[config.mk]
export PLATFORM = sky130hd
export DESIGN_NAME = ewslm_ctrl
export DESIGN_NICKNAME = d
export VERILOG_FILES = /design/src/hdl/ewslm_pkg.sv /design/src/hdl/ewslm_ctrl.sv
export VERILOG_INCLUDE_DIRS = /design/src /design/src/hdl
export SDC_FILE = /design/constraint.sdc
export NUM_CORES = 1
export LEC_CHECK = 0
export BUFFER_PORTS_ARGS = -buffer_cell sky130_fd_sc_hd__buf_2
export CORE_AREA = 2 2 39 41
export CTS_BUF_LIST = sky130_fd_sc_hd__clkbuf_2
export DETAILED_ROUTE_END_ITERATION = 10
export DIE_AREA = 0 0 41 43
export PLACE_DENSITY = 0.54
export SYNTH_ARGS = -nofsm -noshare
export SYNTH_HDL_FRONTEND = slang
export SYNTH_SLANG_ARGS = --single-unit
export TNS_END_PERCENT = 20
[constraint.sdc]
create_clock -name clk -period 3 [get_ports clk]
set_clock_uncertainty 0.15 [all_clocks]
set_input_delay 0.3 -clock clk [delete_from_list [all_inputs] [get_ports clk]]
set_output_delay 0.3 -clock clk [all_outputs]
set_load 0.02 [all_outputs]
[src/hdl/eight_way_sorted_list_merge_assert.svh]
// Assertion macros shared by the merge block's modules.
// Each expects clk and rst_n in the scope where it is used.
`ifndef EIGHT_WAY_SORTED_LIST_MERGE_ASSERT_SVH
`define EIGHT_WAY_SORTED_LIST_MERGE_ASSERT_SVH

// Consequent must hold in the same cycle as the antecedent.
`define EWSLM_ASSERT_NOW(lbl, ante, cons, msg) \
    lbl: assert property (@(posedge clk) disable iff (!rst_n) (ante) |-> (cons)) \
        else $error(msg);

// Consequent must hold in the cycle after the antecedent.
`define EWSLM_ASSERT_NEXT(lbl, ante, cons, msg) \
    lbl: assert property (@(posedge clk) disable iff (!rst_n) (ante) |=> (cons)) \
        else $error(msg);

`endif

[src/hdl/ewslm_pkg.sv]
// Shared types and codes for the eight-way sorted list merge.
// No dependencies; imported by the controller, datapath and top level.
package ewslm_pkg;

    localparam int NUM_LISTS = 8;
    localparam int IDX_W     = 3;
    localparam int IN_W      = 32;
    localparam int RES_W     = 32;

    localparam logic [1:0] OP_LOAD  = 2'd0;
    localparam logic [1:0] OP_TAKE  = 2'd1;
    localparam logic [1:0] OP_CLEAR = 2'd2;

    localparam logic [1:0] ST_DONE  = 2'd0;
    localparam logic [1:0] ST_FULL  = 2'd1;
    localparam logic [1:0] ST_EMPTY = 2'd2;

    // Controller to datapath
    typedef struct packed {
        logic capture;
        logic tree1;
        logic tree2;
        logic do_exec;
        logic do_pick;
        logic do_fill;
    } cmd_t;

    // Datapath to controller
    typedef struct packed {
        logic is_take;
        logic refetch;
    } stat_t;

endpackage

[src/hdl/ewslm_ctrl.sv]
// Sequencing state machine for the merge block: handshakes and command strobes.
// Depends on ewslm_pkg and the assertion macro header.
`include "eight_way_sorted_list_merge_assert.svh"

module ewslm_ctrl
    import ewslm_pkg::*;
(
    input  logic  clk,
    input  logic  rst_n,
    input  logic  in_valid,
    output logic  in_ready,
    output logic  out_valid,
    input  logic  out_ready,
    input  stat_t stat,
    output cmd_t  cmd
);

    typedef enum logic [4:0] {
        S_IDLE = 5'b00001,
        S_EXEC = 5'b00010,
        S_MIN2 = 5'b00100,
        S_PICK = 5'b01000,
        S_FILL = 5'b10000
    } state_t;

    state_t state_reg;
    state_t state_next;
    logic   out_valid_reg;
    logic   out_valid_next;
    logic   out_free;

    assign out_free  = !out_valid_reg || out_ready;
    assign in_ready  = (state_reg == S_IDLE);
    assign out_valid = out_valid_reg;

    always_comb
    begin
        cmd        = '0;
        state_next = state_reg;
        unique case (state_reg)
            S_IDLE:
            begin
                cmd.capture = in_valid;
                if (in_valid)
                begin
                    state_next = S_EXEC;
                end
            end
            S_EXEC:
            begin
                cmd.tree1 = 1'b1;
                if (stat.is_take)
                begin
                    state_next = S_MIN2;
                end
                else if (out_free)
                begin
                    cmd.do_exec = 1'b1;
                    state_next  = S_IDLE;
                end
            end
            S_MIN2:
            begin
                cmd.tree2  = 1'b1;
                state_next = S_PICK;
            end
            S_PICK:
            begin
                // hold the winner until the output slot is free
                if (out_free)
                begin
                    cmd.do_pick = 1'b1;
                    state_next  = stat.refetch ? S_FILL : S_IDLE;
                end
            end
            S_FILL:
            begin
                cmd.do_fill = 1'b1;
                state_next  = S_IDLE;
            end
            default:
            begin
                state_next = S_IDLE;
            end
        endcase
    end

    always_comb
    begin
        out_valid_next = out_valid_reg;
        if (cmd.do_exec || cmd.do_pick)
        begin
            out_valid_next = 1'b1;
        end
        else if (out_ready)
        begin
            out_valid_next = 1'b0;
        end
    end

    always_ff @(posedge clk or negedge rst_n)
    begin
        if (!rst_n)
        begin
            state_reg     <= S_IDLE;
            out_valid_reg <= 1'b0;
        end
        else
        begin
            state_reg     <= state_next;
            out_valid_reg <= out_valid_next;
        end
    end

    `EWSLM_ASSERT_NOW(a_commit_slot_free, cmd.do_exec || cmd.do_pick, out_free, "result written over a pending word")
    `EWSLM_ASSERT_NEXT(a_commit_shows, cmd.do_exec || cmd.do_pick, out_valid_reg, "result not presented after commit")
    `EWSLM_ASSERT_NEXT(a_refetch_fill, cmd.do_pick && stat.refetch, state_reg == S_FILL, "head refill skipped")

endmodule

==> run_results.csv <==
group,metric,value,unit
drt,vias,323,
cells_and_area,largest_reg_flops,5,
critical_path,worstSetupStartpointType,"flip-flop",
drt,first_iter_violations,1,
yosys,ys_warn_count,0,
drt,viasPerCell,4.68,
timing,finalWorstSetupSlack,887,ps
power,p_per_area,681,nW/um2
timing,slew_violations,0,
grt,antenna_found_initial,0,
critical_path,cp_max_fo,5,
timing,relSlewSlack,70.7,%
critical_path,crit_chain,"nor4_1 -> nand3b_1 -> nor2_1 -> buf_2",
die,die-area,1760,um2
timing,fmax,473,MHz
hold_path,holdCritStartpoint,"stat[0]",
clocking,postCtsSetupBuffers,0,
timing,fin_crit_sh,70.4,%
cells_and_area,fill_cells,155,
critical_path,r2r-start,"state_reg[4]$_DFFE_PN0P_",
placed_design,place_ws,1140,ps
clocking,clkTransAtPathRegs,70,ps
yosys,syn_area,357,um2
critical_path,r2r-end,"state_reg[0]$_DFFE_PN1P_",
yosys,yosys.cell_types.count,24,
clocking,cts.path.max_buffers,2,
clocking,postCtsResizedCells,0,
clocking,cts_root_buffer,"clkbuf_2",
yosys,netlist_top_cells_area,"dfrtp_1, dfstp_2, nor2_1, nor4b_2, o21bai_1",
hold_path,hold_end,"state_reg[4]$_DFFE_PN0P_",
placed_design,port_buffers,13,
yosys,synth-xor-area-share,0,%
clocking,cts_buffers,3,
grt,grt_util_all_layers,10.3,%
grt,grt_pass1_wl,1110,um
critical_path,worstRegToRegCells,3,
critical_path,crit_required,2550,ps
yosys,synth_top_area_share,35.1,%
yosys,syn_inst,35,
grt,grt_max_degree,10,
die,ios,14,
die,core,1380,um2
critical_path,arrival,1660,ps
drt,drcViolationCount,0,
yosys,synth_fp_nets,41,
die,die_w,41,um
timing,grt_setup_unrepaired,"false",
critical_path,path_class,"flip-flop to output pin",
critical_path,cp_slowest_cell,"nor4_1",
grt,grt_overflow_total,0,
timing,layout_min_cycle_time,2110,ps
cells_and_area,antenna-diode-count,0,
yosys,synth_top_cell_by_area,"dfrtp_1",
cells_and_area,syn2layout_area_growth,32.3,%
die,die_y,43,um
placed_design,gp_congestion,0.686,
yosys,synth_fa_ha_area_share,0,%
timing,setup_viol,0,
power,fin_total_pwr,321,uW
yosys,synth_mux_area_share,0,%
clocking,htree_num_levels,1,
yosys,ys_ff_latch,6,
critical_path,r2r_slack,1420,ps
critical_path,critical_path.endpoint_type,"output pin",
drt,wire_per_inst,10.7,um
yosys,synth-seq-area-share,42.5,%
placed_design,dp_hpwl,603,um
power,vdd_drop_max,0.256,mV
run,drv_cap,0,
timing,tightest_slew,436,ps
cells_and_area,drive_above_1_share,47.2,%
drt,drt-total-wl,739,um
timing,fin_setup_tns,0,ps
yosys,postSynthAreaPerCell,10.2,um2
die,rows,14,
yosys,synth_top_family_by_area,"simple AND/OR/NAND/NOR gates",
cells_and_area,nNetsFinal,60,
clocking,clock_latency,230,ps
grt,grt_pass1_vias,278,
critical_path,max_stage_delay,450,ps
drt,ant_nets,0,
power,power_leakage,0.000250,uW
yosys,yosys.area_share.simple,41.1,%
clocking,cts_tree,"built",
drt,dr.pass1.iters,2,
outcome,status,"completed",
clocking,cts_sinks,6,
yosys,synth_compound_area_share,14.4,%
hold_path,whs_path_depth,3,
timing,finalHoldViolCount,0,
die,start_util,25.8,%
hold_path,hold_class,"input pin to flip-flop",
## metrics by stage
stage / utilization (%) / area [um2] / hold slack, ps / std cells
final: 34.1 / 472 / 165 / 69
after global routing: 34.1 / 472 / 186 / 69
after CTS: 34.1 / 472 / 158 / 69
after detailed placement: 31.9 / 442 / -22.2 / 64
after global placement: 31.9 / 442 / -22.0 / 64
after floorplan: - / 357 / -146 / 35
## how the worst max path moves through the flow
| stage | from | endpoint | depth (start not counted) |
|---|---|---|---|
| floorplan | state_reg[4]$_DFFE_PN0P_ | cmd[2] | 3 |
| global route | state_reg[4]$_DFFE_PN0P_ | cmd[2] | 4 |
| finish | state_reg[4]$_DFFE_PN0P_ | cmd[2] | 4 |
| CTS | state_reg[4]$_DFFE_PN0P_ | cmd[2] | 4 |
| detailed placement | state_reg[4]$_DFFE_PN0P_ | cmd[2] | 4 |
| global placement | state_reg[4]$_DFFE_PN0P_ | cmd[2] | 4 |
## per-layer routing
layer	vias up	global-route usage, %	routed length, um
li1	165	-	-
met1	145	12.3	324
met2	10	13.4	344
met3	3	0	39
met4	0	14.0	31
met5	-	0	0
## Yosys cell counts
cell,count
a31oi_1,1
and2_2,1
and2b_1,1
and2b_2,1
and3_1,2
and3_2,1
and3b_1,1
and4_1,1
and4bb_2,1
dfrtp_1,5
dfstp_2,1
inv_1,2
nand2b_1,1
nand3_1,1
nand3b_1,1
nor2_1,5
nor3_1,1
nor4_1,1
nor4b_2,1
o21ai_0,1
o21bai_1,2
o221ai_2,1
o311a_1,1
or2b_2,1
## cell families after synthesis
group / Yosys count
AND/OR/NAND/NOR: 21
AO/OA/AOI/OAI: 6
buffers and inverters: 2
flip-flops: 6
## critical path, delay by kind of cell, from the launching register on
family | cells | cell delay (ps)
and+or+nand+nor | 3 | 830
DFF | 1 | 420
buffers and inverters | 1 | 170
## power by group
group	leakage [uW]	internal, uW	switching, uW	total, uW
sequential	0.0000789	102	26.2	128
clock	0.0000166	35.3	31.0	66.3
combinational	0.000154	58.6	68.0	127
## layout make-up
| cell class | instances | area, um2 | area share [%] |
|---|---|---|---|
| repair buffers | 14 | 75.1 | 15.9 |
| flip-flops and latches | 6 | 151 | 32.1 |
| multi-input cells | 27 | 198 | 41.9 |
| well taps | 16 | 20.0 | 4.24 |
| clock buffers | 4 | 20.0 | 4.24 |
| inverters | 2 | 7.51 | 1.59 |
## layout by cell type (no fill, tap or decap), types with 2 or more instances in the layout
cell type / n
and3_1: 2
buf_2: 13
clkbuf_2: 4
dfrtp_1: 5
inv_1: 2
nor2_1: 5
o21bai_1: 2
## what timing repair did
action / 4_1_cts / 5_1_grt
hold buffers: 1 / 0
setup endpoints to repair: 0 / 0
endpoints found under the hold margin: 6 / 0
(Power assumes the default switching activity.)
